### src/rtl/todr_pkg.sv
// Shared types, operation codes and constants for the time-of-day register core.
// Depends on nothing; todr_off_reduce, the core and the checker import it.

package todr_pkg;

    // Operation codes carried in the operation field of an input word.
    localparam logic [2:0] OP_QUERY = 3'd0;
    localparam logic [2:0] OP_SET   = 3'd1;
    localparam logic [2:0] OP_ADD   = 3'd2;
    localparam logic [2:0] OP_SUB   = 3'd3;
    localparam logic [2:0] OP_MOVE  = 3'd4;

    // Unit codes for add and subtract.
    localparam logic [1:0] UNIT_SEC  = 2'd0;
    localparam logic [1:0] UNIT_MIN  = 2'd1;
    localparam logic [1:0] UNIT_HOUR = 2'd2;

    // Change levels reported with each result.
    localparam logic [2:0] LVL_NONE = 3'd0;
    localparam logic [2:0] LVL_SEC  = 3'd1;
    localparam logic [2:0] LVL_MIN  = 3'd2;
    localparam logic [2:0] LVL_HOUR = 3'd3;
    localparam logic [2:0] LVL_DAY  = 3'd4;

    // Comparison codes: current time against the other time.
    localparam logic [1:0] CMP_LESS    = 2'd0;
    localparam logic [1:0] CMP_EQUAL   = 2'd1;
    localparam logic [1:0] CMP_GREATER = 2'd2;

    localparam logic [4:0]  HOURS_PER_DAY    = 5'd24;
    localparam logic [5:0]  MINUTES_PER_HOUR = 6'd60;
    localparam logic [5:0]  SECONDS_PER_MIN  = 6'd60;
    localparam logic [11:0] SECONDS_PER_HOUR = 12'd3600;
    localparam logic [16:0] DAY_SECONDS      = 17'd86400;

    // Reset pattern: every field out of range, so the time reads as invalid.
    localparam logic [4:0] HOURS_RESET   = 5'd31;
    localparam logic [5:0] MINUTES_RESET = 6'd63;
    localparam logic [5:0] SECONDS_RESET = 6'd63;

    // A day is 128 * 675 seconds; the offset is reduced modulo 675 above its
    // low seven bits.
    localparam int          DAY_LOW_BITS = 7;
    localparam logic [9:0]  DAY_ODD      = 10'd675;

    // Reciprocal constants for splitting seconds of day into h:m:s.
    // Hours: floor((x >> 4) / 225), with (x >> 4) below 5400.
    localparam int          DIV225_SH  = 21;
    localparam logic [13:0] DIV225_MUL = 14'(((1 << DIV225_SH) + 224) / 225);
    // Minutes: floor((x >> 2) / 15), with (x >> 2) below 900.
    localparam int          DIV15_SH   = 14;
    localparam logic [10:0] DIV15_MUL  = 11'(((1 << DIV15_SH) + 14) / 15);

    typedef struct packed {
        logic [4:0] hh;
        logic [5:0] mm;
        logic [5:0] ss;
    } t_hms;

    // One input word as it travels down the pipeline (the offset travels
    // through the reduction unit instead).
    typedef struct packed {
        logic [2:0] operation;
        logic [1:0] unit;
        logic [5:0] amount;
        t_hms       other;
        logic       off_nz;
    } t_item;

    function automatic logic hms_ok(input t_hms t);
        return (t.hh < HOURS_PER_DAY) && (t.mm < MINUTES_PER_HOUR)
            && (t.ss < SECONDS_PER_MIN);
    endfunction

    function automatic logic [16:0] hms_total(input t_hms t);
        return 17'(t.hh) * 17'(SECONDS_PER_HOUR) + 17'(t.mm) * 17'(SECONDS_PER_MIN)
             + 17'(t.ss);
    endfunction

endpackage

### src/rtl/todr_in_if.sv
// Input channel of the time-of-day register core: valid/ready plus one word.
// Depends on nothing; the offset width is a parameter of the interface.

interface todr_in_if #(parameter int OFFSET_BITS = 25);
    logic                          valid;
    logic                          ready;
    logic [2:0]                    operation;
    logic [1:0]                    unit;
    logic [5:0]                    amount;
    logic signed [OFFSET_BITS-1:0] offset;
    logic [4:0]                    other_hours;
    logic [5:0]                    other_minutes;
    logic [5:0]                    other_seconds;

    modport source (
        output valid, operation, unit, amount, offset,
               other_hours, other_minutes, other_seconds,
        input  ready
    );
    modport sink (
        input  valid, operation, unit, amount, offset,
               other_hours, other_minutes, other_seconds,
        output ready
    );
endinterface

### src/rtl/todr_out_if.sv
// Result channel of the time-of-day register core: valid/ready plus one word.
// Depends on nothing.

interface todr_out_if;
    logic               valid;
    logic               ready;
    logic [4:0]         hours_now;
    logic [5:0]         minutes_now;
    logic [5:0]         seconds_now;
    logic               time_valid;
    logic [2:0]         change_level;
    logic               error_flag;
    logic [16:0]        total_seconds;
    logic [1:0]         compare_result;
    logic signed [17:0] seconds_to_other;

    modport source (
        output valid, hours_now, minutes_now, seconds_now, time_valid,
               change_level, error_flag, total_seconds, compare_result,
               seconds_to_other,
        input  ready
    );
    modport sink (
        input  valid, hours_now, minutes_now, seconds_now, time_valid,
               change_level, error_flag, total_seconds, compare_result,
               seconds_to_other,
        output ready
    );
endinterface

### src/rtl/todr_off_reduce.sv
// Six-stage pipeline that reduces a signed offset modulo one day and splits it into h:m:s.
// Depends on todr_pkg.

module todr_off_reduce import todr_pkg::*; #(
    parameter int OFFSET_BITS = 25
) (
    input  logic                   i_clk,
    input  logic [5:0]             i_load,
    input  logic [OFFSET_BITS-1:0] i_off_raw,
    output t_hms                   o_step
);

    localparam int HI_W   = OFFSET_BITS - DAY_LOW_BITS;
    localparam int DIV_SH = HI_W + 10;
    localparam int MUL_W  = HI_W + 1;
    localparam int PROD_W = HI_W + MUL_W;
    localparam logic [63:0] MUL64  = ((64'd1 << DIV_SH) + 64'd674) / 64'd675;
    localparam logic [MUL_W-1:0] MUL675 = MUL64[MUL_W-1:0];
    localparam logic [63:0] WRAP64 = (64'd1 << OFFSET_BITS) % 64'd86400;
    localparam logic [17:0] WRAP   = WRAP64[17:0];

    logic [PROD_W-1:0]       r_a_prod;
    logic [HI_W-1:0]         r_a_hi;
    logic [DAY_LOW_BITS-1:0] r_a_lo;
    logic                    r_a_neg;
    logic [16:0]             r_b_red;
    logic [26:0]             r_c_prod;
    logic [16:0]             r_c_red;
    logic [4:0]              r_d_hh;
    logic [11:0]             r_d_rest;
    logic [19:0]             r_e_prod;
    logic [4:0]              r_e_hh;
    logic [11:0]             r_e_rest;
    t_hms                    r_f_step;

    logic [HI_W:0]  w_b_qm;
    logic [HI_W:0]  w_b_rem;
    logic [16:0]    w_b_fold;
    logic [17:0]    w_b_sub;
    logic [16:0]    w_b_red;
    logic [4:0]     w_d_hh;
    logic [16:0]    w_d_rest;
    logic [5:0]     w_f_mm;
    logic [11:0]    w_f_ss;

    // Quotient of the upper offset bits by 675, then the remainder rebuilt
    // with the low bits gives the unsigned offset modulo one day. A set sign
    // bit takes away 2^OFFSET_BITS modulo one day.
    always_comb begin
        w_b_qm   = (HI_W+1)'(r_a_prod[PROD_W-1:DIV_SH]) * (HI_W+1)'(DAY_ODD);
        w_b_rem  = {1'b0, r_a_hi} - w_b_qm;
        w_b_fold = {w_b_rem[9:0], r_a_lo};
        w_b_sub  = {1'b0, w_b_fold} - WRAP;
        if (!r_a_neg) begin
            w_b_red = w_b_fold;
        end else if (w_b_sub[17]) begin
            w_b_red = w_b_sub[16:0] + DAY_SECONDS;
        end else begin
            w_b_red = w_b_sub[16:0];
        end
    end

    assign w_d_hh   = r_c_prod[DIV225_SH +: 5];
    assign w_d_rest = r_c_red - 17'(w_d_hh) * 17'(SECONDS_PER_HOUR);
    assign w_f_mm   = r_e_prod[DIV15_SH +: 6];
    assign w_f_ss   = r_e_rest - 12'(w_f_mm) * 12'(SECONDS_PER_MIN);

    always_ff @(posedge i_clk) begin
        if (i_load[0]) begin
            r_a_hi   <= i_off_raw[OFFSET_BITS-1:DAY_LOW_BITS];
            r_a_lo   <= i_off_raw[DAY_LOW_BITS-1:0];
            r_a_neg  <= i_off_raw[OFFSET_BITS-1];
            r_a_prod <= PROD_W'(i_off_raw[OFFSET_BITS-1:DAY_LOW_BITS]) * PROD_W'(MUL675);
        end
        if (i_load[1]) begin
            r_b_red <= w_b_red;
        end
        if (i_load[2]) begin
            r_c_prod <= 27'(r_b_red[16:4]) * 27'(DIV225_MUL);
            r_c_red  <= r_b_red;
        end
        if (i_load[3]) begin
            r_d_hh   <= w_d_hh;
            r_d_rest <= w_d_rest[11:0];
        end
        if (i_load[4]) begin
            r_e_prod <= 20'(r_d_rest[11:2]) * 20'(DIV15_MUL);
            r_e_hh   <= r_d_hh;
            r_e_rest <= r_d_rest;
        end
        if (i_load[5]) begin
            r_f_step.hh <= r_e_hh;
            r_f_step.mm <= w_f_mm;
            r_f_step.ss <= w_f_ss[5:0];
        end
    end

    assign o_step = r_f_step;

endmodule

### src/rtl/time_of_day_register_core.sv
// Top level of the time-of-day register: pipeline control, time state and result word.
// Depends on todr_pkg, todr_in_if, todr_out_if and todr_off_reduce.
//
//  Channel | Direction | Handshake         | Word
//  --------+-----------+-------------------+----------------------------------------------
//  i_in    | in        | valid/ready, sink | operation, unit, amount, offset, other h:m:s
//  o_out   | out       | valid/ready, src  | h:m:s now, valid, level, error, total, compare
//
// One word is accepted per clock while a held result has not stalled the pipeline back to stage 0.
// The depth is set by the offset reduction: two multiply stages for the modulo-day step and
// four for the split into hours, minutes and seconds, each multiply followed by a register.
// Every stage advances whenever the stage after it is empty or moving, so a held result
// stalls only as far back as the pipeline is full. Reset is synchronous and active low; it
// empties the pipeline and loads the time with all-ones fields, which read as invalid.

module time_of_day_register_core import todr_pkg::*; #(
    parameter int OFFSET_BITS = 25
) (
    input  logic        i_clk,
    input  logic        i_rst_n,
    todr_in_if.sink     i_in,
    todr_out_if.source  o_out
);

    // Stage 0 is the input register, stage 6 applies the word to the time
    // state, stage 7 is the output register.
    localparam int LAST = 7;
    localparam int OPS  = LAST - 1;

    logic [LAST:0]          r_vld;
    logic [LAST:0]          w_en;
    t_item                  r_item [0:OPS];
    logic [OFFSET_BITS-1:0] r_offset;
    t_item                  w_in_item;
    t_hms                   w_step;

    t_hms                   r_now;
    t_hms                   n_now;
    logic [2:0]             n_level;
    logic                   n_err;

    t_hms                   r_res_now;
    t_hms                   r_res_other;
    logic [2:0]             r_res_level;
    logic                   r_res_err;

    t_item                  w_cur;
    logic                   w_now_ok;
    logic                   w_amt_ok;
    t_hms                   w_opd;
    logic [6:0]             w_add_s;
    logic [6:0]             w_add_m;
    logic [5:0]             w_add_h;
    logic                   w_cs;
    logic                   w_cm;
    logic                   w_ch;
    t_hms                   w_sum;
    logic [6:0]             w_sub_s;
    logic [6:0]             w_sub_m;
    logic [5:0]             w_sub_h;
    t_hms                   w_dif;
    logic [2:0]             w_add_level;
    logic [2:0]             w_sub_level;
    logic [2:0]             w_move_level;

    logic                   w_res_ok;
    logic                   w_oth_ok;
    logic [16:0]            w_cur_t;
    logic [16:0]            w_oth_t;

    // ---------------------------------------------------------------------
    // Pipeline flow control. A stage may load when it is empty or when the
    // stage after it loads in the same cycle.
    // ---------------------------------------------------------------------
    always_comb begin
        w_en[LAST] = !r_vld[LAST] || o_out.ready;
        for (int k = LAST - 1; k >= 0; k--) begin
            w_en[k] = !r_vld[k] || w_en[k+1];
        end
    end

    assign i_in.ready = w_en[0];

    always_ff @(posedge i_clk) begin
        if (!i_rst_n) begin
            r_vld <= '0;
        end else begin
            if (w_en[0]) begin
                r_vld[0] <= i_in.valid;
            end
            for (int k = 1; k <= LAST; k++) begin
                if (w_en[k]) begin
                    r_vld[k] <= r_vld[k-1];
                end
            end
        end
    end

    always_comb begin
        w_in_item.operation = i_in.operation;
        w_in_item.unit      = i_in.unit;
        w_in_item.amount    = i_in.amount;
        w_in_item.other.hh  = i_in.other_hours;
        w_in_item.other.mm  = i_in.other_minutes;
        w_in_item.other.ss  = i_in.other_seconds;
        w_in_item.off_nz    = |i_in.offset;
    end

    // The word fields ride along unchanged while the offset is reduced.
    always_ff @(posedge i_clk) begin
        if (w_en[0]) begin
            r_item[0] <= w_in_item;
            r_offset  <= i_in.offset;
        end
        for (int k = 1; k <= OPS; k++) begin
            if (w_en[k]) begin
                r_item[k] <= r_item[k-1];
            end
        end
    end

    // The reduced offset as h:m:s arrives aligned with r_item[OPS].
    todr_off_reduce #(
        .OFFSET_BITS (OFFSET_BITS)
    ) u_reduce (
        .i_clk     (i_clk),
        .i_load    (w_en[OPS:1]),
        .i_off_raw (r_offset),
        .o_step    (w_step)
    );

    // ---------------------------------------------------------------------
    // Time state update. Add and move share one carry chain over seconds,
    // minutes and hours; subtract has its own borrow chain. Both chains
    // assume an in-range time and operand, which the error checks ensure
    // before their results are used.
    // ---------------------------------------------------------------------
    assign w_cur    = r_item[OPS];
    assign w_now_ok = hms_ok(r_now);

    always_comb begin
        w_opd    = '0;
        w_amt_ok = 1'b0;
        case (w_cur.unit)
            UNIT_SEC: begin
                w_opd.ss = w_cur.amount;
                w_amt_ok = w_cur.amount < SECONDS_PER_MIN;
            end
            UNIT_MIN: begin
                w_opd.mm = w_cur.amount;
                w_amt_ok = w_cur.amount < MINUTES_PER_HOUR;
            end
            UNIT_HOUR: begin
                w_opd.hh = w_cur.amount[4:0];
                w_amt_ok = w_cur.amount < 6'(HOURS_PER_DAY);
            end
            default: begin
                w_opd    = '0;
                w_amt_ok = 1'b0;
            end
        endcase
        if (w_cur.operation == OP_MOVE) begin
            w_opd = w_step;
        end
    end

    always_comb begin
        w_add_s  = 7'(r_now.ss) + 7'(w_opd.ss);
        w_cs     = w_add_s >= 7'(SECONDS_PER_MIN);
        w_sum.ss = w_cs ? 6'(w_add_s - 7'(SECONDS_PER_MIN)) : w_add_s[5:0];
        w_add_m  = 7'(r_now.mm) + 7'(w_opd.mm) + 7'(w_cs);
        w_cm     = w_add_m >= 7'(MINUTES_PER_HOUR);
        w_sum.mm = w_cm ? 6'(w_add_m - 7'(MINUTES_PER_HOUR)) : w_add_m[5:0];
        w_add_h  = 6'(r_now.hh) + 6'(w_opd.hh) + 6'(w_cm);
        w_ch     = w_add_h >= 6'(HOURS_PER_DAY);
        w_sum.hh = w_ch ? 5'(w_add_h - 6'(HOURS_PER_DAY)) : w_add_h[4:0];

        w_sub_s  = 7'(r_now.ss) - 7'(w_opd.ss);
        w_dif.ss = w_sub_s[6] ? 6'(w_sub_s + 7'(SECONDS_PER_MIN)) : w_sub_s[5:0];
        w_sub_m  = 7'(r_now.mm) - 7'(w_opd.mm) - 7'(w_sub_s[6]);
        w_dif.mm = w_sub_m[6] ? 6'(w_sub_m + 7'(MINUTES_PER_HOUR)) : w_sub_m[5:0];
        w_sub_h  = 6'(r_now.hh) - 6'(w_opd.hh) - 6'(w_sub_m[6]);
        w_dif.hh = w_sub_h[5] ? 5'(w_sub_h + 6'(HOURS_PER_DAY)) : w_sub_h[4:0];
    end

    // The level names the highest unit touched: the operated unit even for
    // an amount of zero, higher when a carry or borrow reaches further.
    always_comb begin
        if (w_ch) begin
            w_add_level = LVL_DAY;
        end else if (w_cur.unit == UNIT_HOUR || w_cm) begin
            w_add_level = LVL_HOUR;
        end else if (w_cur.unit == UNIT_MIN || w_cs) begin
            w_add_level = LVL_MIN;
        end else begin
            w_add_level = LVL_SEC;
        end

        if (w_sub_h[5]) begin
            w_sub_level = LVL_DAY;
        end else if (w_cur.unit == UNIT_HOUR || w_sub_m[6]) begin
            w_sub_level = LVL_HOUR;
        end else if (w_cur.unit == UNIT_MIN || w_sub_s[6]) begin
            w_sub_level = LVL_MIN;
        end else begin
            w_sub_level = LVL_SEC;
        end

        // A move counts a whole number of days, hours or minutes in the offset as touching the
        // next lower unit (hours, minutes or seconds) even when that field comes back equal.
        if (w_sum.hh != r_now.hh || w_step == '0) begin
            w_move_level = LVL_HOUR;
        end else if (w_sum.mm != r_now.mm || (w_step.mm == '0 && w_step.ss == '0)) begin
            w_move_level = LVL_MIN;
        end else if (w_sum.ss != r_now.ss || w_step.ss == '0) begin
            w_move_level = LVL_SEC;
        end else begin
            w_move_level = LVL_NONE;
        end
    end

    always_comb begin
        n_now   = r_now;
        n_level = LVL_NONE;
        n_err   = 1'b0;
        case (w_cur.operation)
            OP_QUERY: begin
                n_now = r_now;
            end
            OP_SET: begin
                if (hms_ok(w_cur.other)) begin
                    n_now = w_cur.other;
                end else begin
                    n_err = 1'b1;
                end
            end
            OP_ADD: begin
                if (!w_now_ok || !w_amt_ok) begin
                    n_err = 1'b1;
                end else begin
                    n_now   = w_sum;
                    n_level = w_add_level;
                end
            end
            OP_SUB: begin
                if (!w_now_ok || !w_amt_ok) begin
                    n_err = 1'b1;
                end else begin
                    n_now   = w_dif;
                    n_level = w_sub_level;
                end
            end
            OP_MOVE: begin
                if (!w_now_ok) begin
                    n_err = 1'b1;
                end else if (w_cur.off_nz) begin
                    n_now   = w_sum;
                    n_level = w_move_level;
                end
            end
            default: begin
                n_err = 1'b1;
            end
        endcase
    end

    // The time state moves only when a real word passes into the output
    // register, so every word sees the state its predecessor left.
    always_ff @(posedge i_clk) begin
        if (!i_rst_n) begin
            r_now.hh <= HOURS_RESET;
            r_now.mm <= MINUTES_RESET;
            r_now.ss <= SECONDS_RESET;
        end else if (w_en[LAST] && r_vld[OPS]) begin
            r_now <= n_now;
        end
    end

    always_ff @(posedge i_clk) begin
        if (w_en[LAST]) begin
            r_res_now   <= n_now;
            r_res_other <= w_cur.other;
            r_res_level <= n_level;
            r_res_err   <= n_err;
        end
    end

    // ---------------------------------------------------------------------
    // Result word. Totals and the comparison come from the output register
    // only, so they hold steady while the word waits.
    // ---------------------------------------------------------------------
    assign w_res_ok = hms_ok(r_res_now);
    assign w_oth_ok = hms_ok(r_res_other);
    assign w_cur_t  = w_res_ok ? hms_total(r_res_now) : '0;
    assign w_oth_t  = hms_total(r_res_other);

    assign o_out.valid         = r_vld[LAST];
    assign o_out.hours_now     = r_res_now.hh;
    assign o_out.minutes_now   = r_res_now.mm;
    assign o_out.seconds_now   = r_res_now.ss;
    assign o_out.time_valid    = w_res_ok;
    assign o_out.change_level  = r_res_level;
    assign o_out.error_flag    = r_res_err;
    assign o_out.total_seconds = w_cur_t;

    always_comb begin
        o_out.seconds_to_other = '0;
        if (w_res_ok && w_oth_ok) begin
            o_out.seconds_to_other = {1'b0, w_oth_t} - {1'b0, w_cur_t};
            if (w_cur_t < w_oth_t) begin
                o_out.compare_result = CMP_LESS;
            end else if (w_cur_t == w_oth_t) begin
                o_out.compare_result = CMP_EQUAL;
            end else begin
                o_out.compare_result = CMP_GREATER;
            end
        end else if (w_res_ok) begin
            o_out.compare_result = CMP_GREATER;
        end else if (w_oth_ok) begin
            o_out.compare_result = CMP_LESS;
        end else begin
            o_out.compare_result = CMP_EQUAL;
        end
    end

endmodule

### src/flat_wrapper.sv
// flat-port wrapper written by rule: the top's interface ports become plain ports
module time_of_day_register_core_flat import todr_pkg::*;
#(
    parameter int OFFSET_BITS = 25
)
  (i_clk, i_rst_n, i_in_valid, i_in_operation, i_in_unit, i_in_amount, i_in_offset, i_in_other_hours, i_in_other_minutes, i_in_other_seconds, i_in_ready, o_out_valid, o_out_hours_now, o_out_minutes_now, o_out_seconds_now, o_out_time_valid, o_out_change_level, o_out_error_flag, o_out_total_seconds, o_out_compare_result, o_out_seconds_to_other, o_out_ready);
  todr_in_if #(.OFFSET_BITS(OFFSET_BITS)) i_in_i ();
  todr_out_if o_out_i ();
  input  logic i_clk;
  input  logic i_rst_n;
  input wire logic [$bits(i_in_i.valid)-1:0] i_in_valid;
  input wire logic [$bits(i_in_i.operation)-1:0] i_in_operation;
  input wire logic [$bits(i_in_i.unit)-1:0] i_in_unit;
  input wire logic [$bits(i_in_i.amount)-1:0] i_in_amount;
  input wire logic [$bits(i_in_i.offset)-1:0] i_in_offset;
  input wire logic [$bits(i_in_i.other_hours)-1:0] i_in_other_hours;
  input wire logic [$bits(i_in_i.other_minutes)-1:0] i_in_other_minutes;
  input wire logic [$bits(i_in_i.other_seconds)-1:0] i_in_other_seconds;
  output wire logic [$bits(i_in_i.ready)-1:0] i_in_ready;
  output wire logic [$bits(o_out_i.valid)-1:0] o_out_valid;
  output wire logic [$bits(o_out_i.hours_now)-1:0] o_out_hours_now;
  output wire logic [$bits(o_out_i.minutes_now)-1:0] o_out_minutes_now;
  output wire logic [$bits(o_out_i.seconds_now)-1:0] o_out_seconds_now;
  output wire logic [$bits(o_out_i.time_valid)-1:0] o_out_time_valid;
  output wire logic [$bits(o_out_i.change_level)-1:0] o_out_change_level;
  output wire logic [$bits(o_out_i.error_flag)-1:0] o_out_error_flag;
  output wire logic [$bits(o_out_i.total_seconds)-1:0] o_out_total_seconds;
  output wire logic [$bits(o_out_i.compare_result)-1:0] o_out_compare_result;
  output wire logic [$bits(o_out_i.seconds_to_other)-1:0] o_out_seconds_to_other;
  input wire logic [$bits(o_out_i.ready)-1:0] o_out_ready;
  assign i_in_i.valid = i_in_valid;
  assign i_in_i.operation = i_in_operation;
  assign i_in_i.unit = i_in_unit;
  assign i_in_i.amount = i_in_amount;
  assign i_in_i.offset = i_in_offset;
  assign i_in_i.other_hours = i_in_other_hours;
  assign i_in_i.other_minutes = i_in_other_minutes;
  assign i_in_i.other_seconds = i_in_other_seconds;
  assign i_in_ready = i_in_i.ready;
  assign o_out_valid = o_out_i.valid;
  assign o_out_hours_now = o_out_i.hours_now;
  assign o_out_minutes_now = o_out_i.minutes_now;
  assign o_out_seconds_now = o_out_i.seconds_now;
  assign o_out_time_valid = o_out_i.time_valid;
  assign o_out_change_level = o_out_i.change_level;
  assign o_out_error_flag = o_out_i.error_flag;
  assign o_out_total_seconds = o_out_i.total_seconds;
  assign o_out_compare_result = o_out_i.compare_result;
  assign o_out_seconds_to_other = o_out_i.seconds_to_other;
  assign o_out_i.ready = o_out_ready;
  time_of_day_register_core #(.OFFSET_BITS(OFFSET_BITS)) u_core (.i_clk(i_clk), .i_rst_n(i_rst_n), .i_in(i_in_i), .o_out(o_out_i));
endmodule
### config.mk
export PLATFORM = sky130hd
export DESIGN_NAME = time_of_day_register_core_flat
export DESIGN_NICKNAME = d
export VERILOG_FILES = /design/src/rtl/todr_pkg.sv /design/src/rtl/todr_in_if.sv /design/src/rtl/todr_out_if.sv /design/src/rtl/todr_off_reduce.sv /design/src/rtl/time_of_day_register_core.sv /design/src/flat_wrapper.sv
export SDC_FILE = /design/constraint.sdc
export NUM_CORES = 1
export LEC_CHECK = 0
export ABC_CLOCK_PERIOD_IN_PS = 7900
export BUFFER_PORTS_ARGS = -buffer_cell sky130_fd_sc_hd__clkbuf_2
export CAP_MARGIN = 20
export CORE_AREA = 2 2 372 300
export DETAILED_ROUTE_END_ITERATION = 10
export DIE_AREA = 0 0 374 302
export SLEW_MARGIN = 10
export SYNTH_ARGS = -nofsm -noshare
export SYNTH_HDL_FRONTEND = slang
export SYNTH_HIERARCHICAL = 1
export SYNTH_SLANG_ARGS = --single-unit
### constraint.sdc
create_clock -name i_clk -period 7.9 [get_ports i_clk]
set_clock_uncertainty 0.05 [all_clocks]
set_input_delay 0.79 -clock i_clk [delete_from_list [all_inputs] [get_ports i_clk]]
set_output_delay 0.79 -clock i_clk [all_outputs]
set_load 0.005 [all_outputs]
==> results.md, run 1 <==
- Outcome: finished, final reports clean
- DRC viols: 0
- Share of layout cells above drive strength 1: 9.91%
- Synth top area cells: edfxtp_1, ha_1, fa_1
- WL/cell: 15.6 microns
- Die height: 302 microns
- FMAX: 0.133 GHz
- TritonCTS clock tree: built
- Most used routing layer: met2
- Critical R2R Launch: u_core/r_item[6][26]
- HP Class: input port to flop
- TritonRoute pass-1 iters: 7
- Distinct cells, synth: 101
- Die Wd: 374 microns
- Avg Vias per Cell: 4.48
- Routed Antenna Nets: 0
- Syn-to-layout area delta: 12.9%
- R2r setup slk: 0.48 ns
- WS Path Type: flop to output pin
- Final Max Tran Viols: 0
- Total GRT Usage: 11.8%
- Vias in the first global route: 19,100
- Total Neg Setup Slack: 0 ns
- Critical path arrival: 6.66 ns
- Post-layout minimum cycle time: 7.50 ns
- Syn_nets: 3,333
- CTS sink cnt: 403
- First-pass GRT wire length: 106,000 microns
- GR Util met2: 18.4%
- Post-Route WL: 66,000 microns
- H-tree Lvls: 2
- Post-synth EDFFs: 378
- PortBufs: 117
- Register area share after synthesis: 39.0%
- RSZ-0062 raised after global routing: no
- Initial core utilization: 27.7%
- Post-synth top area share: 37.4%
- Die area: 113,000 sq um
- Largest net degree at the start of global routing: 57
- DP HPWL: 52,900 microns
- Nets@finish: 3,488
- Flops & latches, synth: 403
- Yosys top cell by area: edfxtp_1
- ANT cells: 0
- Synth Flop Type: edfxtp_1
- Critical Path Start Type: flop
- DRT iter0 DRCs: 1,203
- Mapped cell area: 30,400 sq um
- R2R cell count: 29
- Slew @ Worst Pin: 1.03 ns
- Post-CTS Hold Fix Bufs: 0
- Crit-path max FO: 6
- Slowest stage delay, CP: 0.59 ns
- Worst Setup End Kind: output pin
- CP required: 7.06 ns
- Worst r2r dst: u_core/o_out.change_level[0]
- Maxcap violations: 0
- Hold_sp: i_in_amount[3]
- Worst-path clk slew: 0.06 ns
- Yosys warns: 6
- Slew margin rel.: 30.6%
- Final worst-path cycle share: 94.9%
- Root Buffer: clkbuf_16
- Most used cell, CP: ha_1
- Clk Latency, worst-skew pair: 0.60 ns
- # fillers: 11,000
- I/O Pins: 118
- Initial antenna violation count: 5
- Final Hold Fails: 0
- Grt ovf: 0
- Hold Path End: u_core/r_item[0][21]
- Synthesized instance count: 2,594
- Row cnt: 109
- CP max stage cell: fa_1
- Hold path cells: 1
- Setup violators final: 0
- Via count: 18,900
- Gp weighted congestion: 0.884
- Maximum buffer depth of the clock tree: 3
- TritonCTS Buffers: 46
- Synth Area per Inst: 11.7 sq um
- Met3 Usage GRT: 2.31%
- Core Footprint: 110,000 sq um
- Async SR Flop Fraction: 0%
- Met1 GRT Util: 16.9%
- Critical-path cell list: fa_1 > fa_1 > ha_1 > a21o_1 > a21oi_1 > o21bai_1 > a21oi_1 > xnor2_1 > ha_1 > ha_1 > or2_2 > a21o_1 > a41oi_1 > o21a_1 > nor2_1 > ha_1 > nand4_1 > nor3_2 > and4_1 > nand4_1 > o211a_1 > o21a_1 > clkbuf_2
==> kinds of logic (layout without fill, tap and decap cells) <==
logic type | count (synthesis) | count (layout) | synth area share (%)
fa+ha+maj | 683 | 683 | 32.7
buf+inv | 483 | 674 | 6.07
simple gates | 458 | 458 | 7.58
flops | 403 | 403 | 39.0
compound gates | 391 | 391 | 9.22
xor+xnor | 162 | 162 | 4.91
mux | 14 | 14 | 0.507
==> registers in the layout, summed over array words and instances, names as in the netlist <==
signal	flops
u_core/r_item	203
u_core/r_offset	25
u_core/r_now	17
u_core/r_res_other	17
u_core/u_reduce/o_step	17
u_core/u_reduce/r_b_red	17
u_core/u_reduce/r_d_rest	12
u_core/u_reduce/r_a_prod	10
u_core/u_reduce/r_a_hi	9
u_core/u_reduce/r_c_red	9
u_core/r_vld	8
u_core/u_reduce/r_c_prod	8
u_core/u_reduce/r_e_prod	8
u_core/u_reduce/r_a_lo	7
u_core/o_out.minutes_now	6
u_core/o_out.seconds_now	6
u_core/o_out.hours_now	5
u_core/u_reduce/r_d_hh	5
u_core/u_reduce/r_e_hh	5
u_core/u_reduce/r_e_rest	4
u_core/o_out.change_level	3
u_core/o_out.error_flag	1
u_core/u_reduce/r_a_neg	1
==> cell usage in the layout, fill, tap and decap left out, types with 18 or more instances in the layout <==
cell,n
a211oi_1,18
a21o_1,34
a21oi_1,94
clkbuf_16,46
clkbuf_2,117
dfxtp_1,25
edfxtp_1,378
fa_1,183
ha_1,498
inv_1,448
nand2_1,120
nand3_1,37
nor2_1,108
nor2b_1,19
nor3_1,33
o211ai_1,18
o21a_1,19
o21ai_0,63
o21bai_1,18
xnor2_1,112
xor2_1,42
==> area by class of cell <==
type                       instances  area (sq um)  share of cell area (%)
inverter                         455          1710                    4.98
clock buffer                      54          1180                    3.45
timing repair buffer             135           746                    2.18
multi-input combinational       1708         16700                    48.7
sequential                       403         11900                    34.6
clock inverter                    30           268                   0.782
tap                             1443          1810                    5.27
==> worst max-delay path: cells and delay by family, from the launching register on <==
family,cells,cell delay (ns)
xor+xnor,1,0.17
buf+inv,1,0.11
simple gates,6,1.12
fa+ha+maj,6,2.33
flops,1,0.54
compound gates,9,1.78
==> stage by stage <==
stage | instances | setup WS [ns] | utilization, % | hold WS [ns] | area [sq um]
floorplan | 2594 | 0.755 | - | 0.350 | 30400
global placement | 4135 | 0.405 | 29.9 | 0.351 | 32700
detailed placement | 4135 | 0.262 | 29.9 | 0.355 | 32700
CTS | 4219 | 0.238 | 31.2 | 0.275 | 34100
global route | 4228 | 0.0108 | 31.3 | 0.286 | 34300
finish | 4228 | 0.405 | 31.3 | 0.319 | 34300
==> metal layers <==
metal	vias up	routed length (microns)
met5	-	23
met4	4	1090
met3	78	3620
met2	394	28500
met1	9110	32800
li1	9359	-
==> cell usage after synthesis (4+ instances only) <==
| cell type | count |
|---|---|
| a2111oi_0 | 4 |
| a211o_1 | 8 |
| a211oi_1 | 18 |
| a21boi_0 | 5 |
| a21o_1 | 34 |
| a21oi_1 | 94 |
| a221oi_1 | 5 |
| a222oi_1 | 5 |
| a22oi_1 | 7 |
| a31oi_1 | 12 |
| a41o_1 | 4 |
| and2_1 | 12 |
| and3_1 | 16 |
| buf_2 | 6 |
| clkbuf_1 | 18 |
| dfxtp_1 | 25 |
| edfxtp_1 | 378 |
| fa_1 | 183 |
| ha_1 | 499 |
| inv_1 | 452 |
| mux2i_1 | 12 |
| nand2_1 | 123 |
| nand2b_1 | 15 |
| nand3_1 | 37 |
| nand3b_1 | 6 |
| nand4_1 | 16 |
| nor2_1 | 108 |
| nor2b_1 | 19 |
| nor3_1 | 36 |
| nor3b_1 | 6 |
| nor4_1 | 17 |
| o211ai_1 | 18 |
| o21a_1 | 19 |
| o21ai_0 | 67 |
| o21ai_1 | 7 |
| o21bai_1 | 18 |
| o31ai_1 | 4 |
| o41ai_1 | 4 |
| or2_2 | 10 |
| or3_1 | 8 |
| or4_1 | 5 |
| xnor2_1 | 112 |
| xnor2_2 | 6 |
| xor2_1 | 42 |
==> worst max-delay path by stage <==
stage | from | to | slack [ns]
3_5_place_dp | u_core/r_item[6][28] | u_core/o_out.change_level[0] | 0.26
4_1_cts | u_core/r_item[6][28] | u_core/o_out.change_level[0] | 0.24
3_3_place_gp | u_core/r_item[6][28] | u_core/o_out.change_level[0] | 0.40
6_report | u_core/o_out.minutes_now[2] | o_out_compare_result[1] | 0.40
2_1_floorplan | u_core/r_item[6][28] | u_core/o_out.change_level[0] | 0.75
5_1_grt | u_core/r_item[6][26] | u_core/o_out.change_level[1] | 0.01
==> timing repair <==
| item | CTS | global route |
|---|---|---|
| endpoints found under the setup margin | 0 | 7 |
| gates resized for setup | 0 | 10 |
| endpoints found under the hold margin | 0 | 0 |
| setup buffers | 0 | 7 |
Power of run 1 is left out: the tool's default activity adds up to more than one toggle a clock period on the data nets, which glitch-free logic cannot reach.
==> run 2, diff against run 1 <==
--- a/config.mk
+++ b/config.mk
@@ -8,9 +8,9 @@
 export ABC_CLOCK_PERIOD_IN_PS = 7900
 export BUFFER_PORTS_ARGS = -buffer_cell sky130_fd_sc_hd__clkbuf_2
 export CAP_MARGIN = 20
-export CORE_AREA = 2 2 372 300
+export CORE_AREA = 8 8 339 275
 export DETAILED_ROUTE_END_ITERATION = 10
-export DIE_AREA = 0 0 374 302
+export DIE_AREA = 0 0 347 283
 export SLEW_MARGIN = 10
 export SYNTH_ARGS = -nofsm -noshare
 export SYNTH_HDL_FRONTEND = slang
==> run 2 against run 1 <==
Fmax grew 0.77%. Utilization grew 7.3 points. Critical path depth stayed put. Die area decreased by 13%. Wire length down 3.2%. Via count fell by 0.55%. Sequential share of layout area up 0.34 points. Worst setup slack improved by 0.057 ns. Register-to-register slack improved by 0.02 ns.
==> results.md, run 2 (synthesized netlist as in run 1, its figures left out) <==
- H-tree Lvls: 2 (unchanged)
- DRC viols: 0 (unchanged)
- Outcome: finished, final reports clean (unchanged)
- ANT cells: 0 (unchanged)
- Critical R2R Launch: u_core/r_item[6][27] (was u_core/r_item[6][26])
- Share of layout cells above drive strength 1: 9.97% (was 9.91%)
- Final Max Tran Viols: 0 (unchanged)
- Top reg by flops: u_core/r_item (unchanged)
- Hold Path End: u_core/r_item[0][7] (was u_core/r_item[0][21])
- TritonRoute pass-1 iters: 6 (was 7)
- Critical path arrival: 6.60 ns (was 6.66 ns)
- Worst Setup End Kind: output pin (unchanged)
- Avg Vias per Cell: 4.80 (was 4.48)
- Gp weighted congestion: 0.902 (was 0.884)
- Die area: 98,200 sq um (was 113,000 sq um)
- Setup violators final: 0 (unchanged)
- Critical Path Start Type: flop (unchanged)
- Slew @ Worst Pin: 1.08 ns (was 1.03 ns)
- RSZ-0062 raised after global routing: no (unchanged)
- Final Hold Fails: 0 (unchanged)
- Nets@finish: 3,480 (was 3,488)
- TritonCTS clock tree: built (unchanged)
- Slowest stage delay, CP: 0.64 ns (was 0.59 ns)
- PortBufs: 117 (unchanged)
- Clk Latency, worst-skew pair: 0.60 ns (about the same)
- Core Footprint: 88,000 sq um (was 110,000 sq um)
- Hold_sp: i_in_other_minutes[0] (was i_in_amount[3])
- Worst r2r dst: u_core/o_out.change_level[1] (was u_core/o_out.change_level[0])
- Hold path cells: 1 (unchanged)
- Most frequent cells in the layout: ha_1, inv_1, edfxtp_1 (unchanged)
- Die Wd: 347 microns (was 374 microns)
- Initial core utilization: 34.5% (was 27.7%)
- Row cnt: 98 (was 109)
- WL/cell: 16.3 microns (was 15.6 microns)
- DRT iter0 DRCs: 1,080 (was 1,203)
- CP max stage cell: fa_1 (unchanged)
- Critical-path cell list: fa_1 > fa_1 > ha_1 > a21o_1 > a21oi_1 > o21bai_1 > a21oi_1 > xnor2_1 > ha_1 > ha_1 > or2_2 > a21o_1 > a41oi_1 > o21a_1 > nor2_1 > ha_1 > nand4_1 > nor3_2 > and4_1 > nand4_1 > o211a_1 > o21a_1 > clkbuf_2 (unchanged)
- Total Neg Setup Slack: 0 ns (unchanged)
- First-pass GRT wire length: 105,000 microns (was 106,000 microns)
- CTS sink cnt: 403 (unchanged)
- Maximum buffer depth of the clock tree: 3 (unchanged)
- Vias in the first global route: 19,100 (about the same)
- FMAX: 0.134 GHz (was 0.133 GHz)
- HP Class: input port to flop (unchanged)
- Post-CTS Hold Fix Bufs: 0 (unchanged)
- Top delay family on crit path: adder cells (unchanged)
- Crit-path max FO: 6 (unchanged)
- Slew margin rel.: 27.4% (was 30.6%)
- CP required: 7.06 ns (about the same)
- Initial antenna violation count: 1 (was 5)
- Total GRT Usage: 13.1% (was 11.8%)
- Routed Antenna Nets: 0 (unchanged)
- Max reg flops: 203 (unchanged)
- Worst-path clk slew: 0.06 ns (about the same)
- R2r setup slk: 0.50 ns (was 0.48 ns)
- Largest net degree at the start of global routing: 57 (unchanged)
- Final worst-path cycle share: 94.2% (was 94.9%)
- Maxcap violations: 0 (unchanged)
- Via count: 18,800 (was 18,900)
- R2R cell count: 28 (was 29)
- Buf+Inv Stages, Crit Path: 1 (unchanged)
- TritonCTS Buffers: 45 (was 46)
- Root Buffer: clkbuf_16 (unchanged)
- Most used cell, CP: ha_1 (unchanged)
- DP HPWL: 51,700 microns (was 52,900 microns)
- Post-layout minimum cycle time: 7.44 ns (was 7.50 ns)
- Post-Route WL: 63,900 microns (was 66,000 microns)
- Die height: 283 microns (was 302 microns)
- WS Path Type: flop to output pin (unchanged)
- Top flop regs: u_core/r_item: 203 flops, u_core/r_offset: 25 flops (unchanged)
- Grt ovf: 0 (unchanged)
- Syn-to-layout area delta: 11.8% (was 12.9%)
- I/O Pins: 118 (unchanged)
- Commonest non-fill, non-tap cell in the layout: ha_1 (unchanged)
## run 2: cell count changes in the layout (fill, tap and decap cells not counted), moves of 2 or more
cell / before / now
o21ai_0: 63 / 65
inv_6: 4 / 1
clkinv_4: 3 / 6
clkinvlp_4: 4 / 6
buf_4: 16 / 9
clkbuf_8: 0 / 2
clkinv_1: 8 / 1
o21ai_1: 11 / 9
## run 2: repair_timing
action                     CTS  global route
gates resized for setup      0            11
setup endpoints to repair    0             6
buffers inserted             0             2
## run 2: per-layer routing
layer / GRT usage, % / wire length (microns)
met3: 2.43 / 3490
met1: 18.9 / 31200
met4: 3.06 / 1300
met5: 0 / 0
met2: 20.4 / 27900
## run 2: layout make-up
| cell class | count | area [sq um] |
|---|---|---|
| clock buffers | 55 | 1180 |
| clock inverters | 29 | 333 |
| flip-flops and latches | 403 | 11900 |
| inverters | 455 | 1710 |
| repair buffers | 128 | 693 |
| fillers | 8523 | 54100 |
| well taps | 1150 | 1440 |
| multi-input cells | 1708 | 16700 |
## run 2: worst max path at each step
stage / to / startpoint / slack (ns) / cells past startpoint
after floorplan: u_core/o_out.change_level[0] / u_core/r_item[6][28] / 0.75 / 31
after global placement: u_core/o_out.change_level[1] / u_core/r_item[6][28] / 0.46 / 29
after detailed placement: u_core/o_out.change_level[1] / u_core/r_item[6][28] / 0.34 / 29
after CTS: o_out_compare_result[1] / u_core/r_res_other[8] / 0.10 / 23
after global routing: u_core/o_out.change_level[0] / u_core/r_item[6][25] / 0.006 / 29
final: o_out_compare_result[1] / u_core/o_out.minutes_now[0] / 0.46 / 23
## run 2: metrics by stage
step	instances	cell area, sq um	hold slack [ns]	setup slack [ns]	util, %
after CTS	3924	33800	0.269	0.102	38.4
after detailed placement	3840	32300	0.355	0.341	36.7
after floorplan	2594	30400	0.350	0.755	-
after global routing	3928	33900	0.280	0.00619	38.5
final	3928	33900	0.321	0.462	38.5
after global placement	3840	32300	0.351	0.458	36.7
Power of run 2 is left out for the same reason.
==> run 3, diff against run 2 <==
--- a/config.mk
+++ b/config.mk
@@ -5,12 +5,13 @@
 export SDC_FILE = /design/constraint.sdc
 export NUM_CORES = 1
 export LEC_CHECK = 0
+export ABC_AREA = 1
 export ABC_CLOCK_PERIOD_IN_PS = 7900
 export BUFFER_PORTS_ARGS = -buffer_cell sky130_fd_sc_hd__clkbuf_2
 export CAP_MARGIN = 20
-export CORE_AREA = 8 8 339 275
+export CORE_AREA = 8 8 343 278
 export DETAILED_ROUTE_END_ITERATION = 10
-export DIE_AREA = 0 0 347 283
+export DIE_AREA = 0 0 351 286
 export SLEW_MARGIN = 10
 export SYNTH_ARGS = -nofsm -noshare
 export SYNTH_HDL_FRONTEND = slang
==> run 3 against run 2 <==
Non-clock buffer count rose by 4. Highest routed layer is now met5. Synthesized cell count up 19%. Fmax increased by 0.56%. Via count rose by 11%. Flip-flop and latch count unchanged. Final cell count increased by 14%.
==> results.md, run 3 <==
- PortBufs: 117 (unchanged)
- Slew margin rel.: 37.5% (was 27.4%)
- Die Wd: 351 microns (was 347 microns)
- Post-Route WL: 69,700 microns (was 63,900 microns)
- Via count: 20,800 (was 18,800)
- Worst-path clk slew: 0.06 ns (about the same)
- Crit-path max FO: 6 (unchanged)
- Avg Vias per Cell: 4.64 (was 4.80)
- DP HPWL: 56,700 microns (was 51,700 microns)
- TritonCTS clock tree: built (unchanged)
- WL/cell: 15.5 microns (was 16.3 microns)
- Async SR Flop Fraction: 0% (unchanged)
- Crit path to: o_out_seconds_to_other[16] (was o_out_compare_result[1])
- Post-synth EDFFs: 378 (unchanged)
- DRT iter0 DRCs: 1,315 (was 1,080)
- Most frequent cells in the layout: inv_1, ha_1, nand2_1 (was ha_1, inv_1, edfxtp_1)
- Most used cell, CP: inv_1 (was ha_1)
- Row cnt: 99 (was 98)
- Hold path cells: 1 (unchanged)
- Grt ovf: 0 (unchanged)
- Routed Antenna Nets: 0 (unchanged)
- Synthesized instance count: 3,084 (was 2,594)
- Post-layout minimum cycle time: 7.40 ns (was 7.44 ns)
- Mapped cell area: 31,100 sq um (was 30,400 sq um)
- WS Path Type: flop to output pin (unchanged)
- Slowest stage delay, CP: 0.53 ns (was 0.64 ns)
- Nets@finish: 3,985 (was 3,480)
- Share of layout cells above drive strength 1: 7.65% (was 9.97%)
- Post-CTS Hold Fix Bufs: 0 (unchanged)
- CTS sink cnt: 403 (unchanged)
- Register area share after synthesis: 38.1% (was 39.0%)
- TritonRoute pass-1 iters: 5 (was 6)
- Distinct cells, synth: 62 (was 101)
- Syn-to-layout area delta: 11.8% (about the same)
- Synth Area per Inst: 10.1 sq um (was 11.7 sq um)
- Critical path arrival: 6.56 ns (was 6.60 ns)
- Syn_nets: 3,823 (was 3,333)
- Critical Path Stages: 26 (was 23)
- Top flop regs: u_core/r_item: 203 flops, u_core/r_offset: 25 flops (unchanged)
- I/O Pins: 118 (unchanged)
- TritonCTS Buffers: 44 (was 45)
- Post-synth top area share: 36.5% (was 37.4%)
- CP max stage cell: edfxtp_1 (was fa_1)
- ANT cells: 0 (unchanged)
- H-tree Lvls: 2 (unchanged)
- Final Max Tran Viols: 0 (unchanged)
- Gp weighted congestion: 0.906 (was 0.902)
- Critical path origin: u_core/o_out.minutes_now[2] (was u_core/o_out.minutes_now[0])
- Initial antenna violation count: 1 (unchanged)
- Vias in the first global route: 20,900 (was 19,100)
- Maxcap violations: 0 (unchanged)
- Final Hold Fails: 0 (unchanged)
- Hold_sp: i_in_amount[4] (was i_in_other_minutes[0])
- # fillers: 8,888 (was 8,523)
- Count leader, synth: inv_1 (was ha_1)
- HP Class: input port to flop (unchanged)
- DRC viols: 0 (unchanged)
- Synth top area cells: edfxtp_1, ha_1, fa_1 (unchanged)
- R2r setup slk: 0.76 ns (was 0.50 ns)
- Flops & latches, synth: 403 (unchanged)
- Yosys warns: 6 (unchanged)
- Core Footprint: 90,100 sq um (was 88,000 sq um)
- Max reg flops: 203 (unchanged)
- Critical Path Start Type: flop (unchanged)
- Final Core Density: 38.6% (was 38.5%)
- Yosys top cell by area: edfxtp_1 (unchanged)
- Top reg by flops: u_core/r_item (unchanged)
- Setup violators final: 0 (unchanged)
- Slew @ Worst Pin: 0.933 ns (was 1.08 ns)
- Clk Latency, worst-skew pair: 0.59 ns (was 0.60 ns)
- Top delay family on crit path: adder cells (unchanged)
- Largest net degree at the start of global routing: 57 (unchanged)
- First-pass GRT wire length: 113,000 microns (was 105,000 microns)
- Initial core utilization: 34.5% (about the same)
- Worst slack, placed: 0.553 ns (was 0.341 ns)
- CP required: 7.06 ns (about the same)
- Worst r2r dst: u_core/o_out.change_level[0] (was u_core/o_out.change_level[1])
- Outcome: finished, final reports clean (unchanged)
- Commonest non-fill, non-tap cell in the layout: inv_1 (was ha_1)
- FMAX: 0.135 GHz (was 0.134 GHz)
- Final WS setup: 0.503 ns (was 0.462 ns)
- Buf+Inv Stages, Crit Path: 7 (was 1)
- Total Neg Setup Slack: 0 ns (unchanged)
- Maximum buffer depth of the clock tree: 3 (unchanged)
- Die height: 286 microns (was 283 microns)
- Total GRT Usage: 13.9% (was 13.1%)
- R2R cell count: 44 (was 28)
- Root Buffer: clkbuf_16 (unchanged)
- RSZ-0062 raised after global routing: no (unchanged)
- Critical R2R Launch: u_core/r_item[6][26] (was u_core/r_item[6][27])
- Worst Setup End Kind: output pin (unchanged)
- Die area: 100,000 sq um (was 98,200 sq um)
- Top cells by count, synth: inv_1, ha_1, nand2_1, edfxtp_1, fa_1 (was ha_1, inv_1, edfxtp_1, fa_1, nand2_1)
- Synth Flop Type: edfxtp_1 (unchanged)
- Final worst-path cycle share: 93.6% (was 94.2%)
run 3: final cells by class:
class                   count  area, sq um  share of cell area (%)
well taps                1212         1520                    4.37
repair buffers            132          702                    2.02
clock inverters            26          274                   0.789
flip-flops and latches    403        11900                    34.1
clock buffers              53         1130                    3.27
inverters                 628         2380                    6.86
multi-input cells        2037        16900                    48.6
run 3: per-stage QoR:
step | cells | cell area (sq um) | hold slack (ns)
floorplan | 3084 | 31200 | 0.350
global placement | 4407 | 33300 | 0.350
detailed placement | 4407 | 33300 | 0.355
CTS | 4486 | 34700 | 0.276
global route | 4491 | 34700 | 0.279
finish | 4491 | 34700 | 0.318
run 3: cells by family (layout without fill, tap and decap cells):
logic type | after synthesis | in the layout | share of synthesized area, %
DFF | 403 | 403 | 38.1
AOI/OAI and AO/OA | 366 | 366 | 6.73
buffers and inverters | 644 | 839 | 7.85
and+or+nand+nor | 869 | 869 | 12.0
xor gates and xnor gates | 120 | 120 | 3.43
adders and majority gates | 682 | 682 | 31.9
run 3: repair_timing:
action,4_1_cts,5_1_grt
endpoints found under the setup margin,0,7
gates resized for setup,0,13
buffers inserted,0,5
hold endpoints to repair,0,0
run 3: layer usage:
| metal | vias up | part of all wire, % | track usage, % |
|---|---|---|---|
| met2 | 379 | 45 | 22.4 |
| met1 | 9827 | 48 | 19.6 |
| li1 | 10600 | - | - |
| met3 | 78 | 5.2 | 2.69 |
| met4 | 2 | 1.8 | 2.50 |
| met5 | - | 0.019 | 0 |
run 3: worst min-delay path by stage:
| stage | slack (ns) | endpoint |
|---|---|---|
| 5_1_grt | 0.28 | u_core/r_item[0][21] |
| 4_1_cts | 0.28 | u_core/r_item[0][22] |
| 6_report | 0.32 | u_core/r_item[0][22] |
| 3_3_place_gp | 0.35 | u_core/r_item[5][9] |
| 2_1_floorplan | 0.35 | u_core/r_item[1][0] |
| 3_5_place_dp | 0.35 | u_core/r_item[1][1] |
Power of run 3 is left out for the same reason.
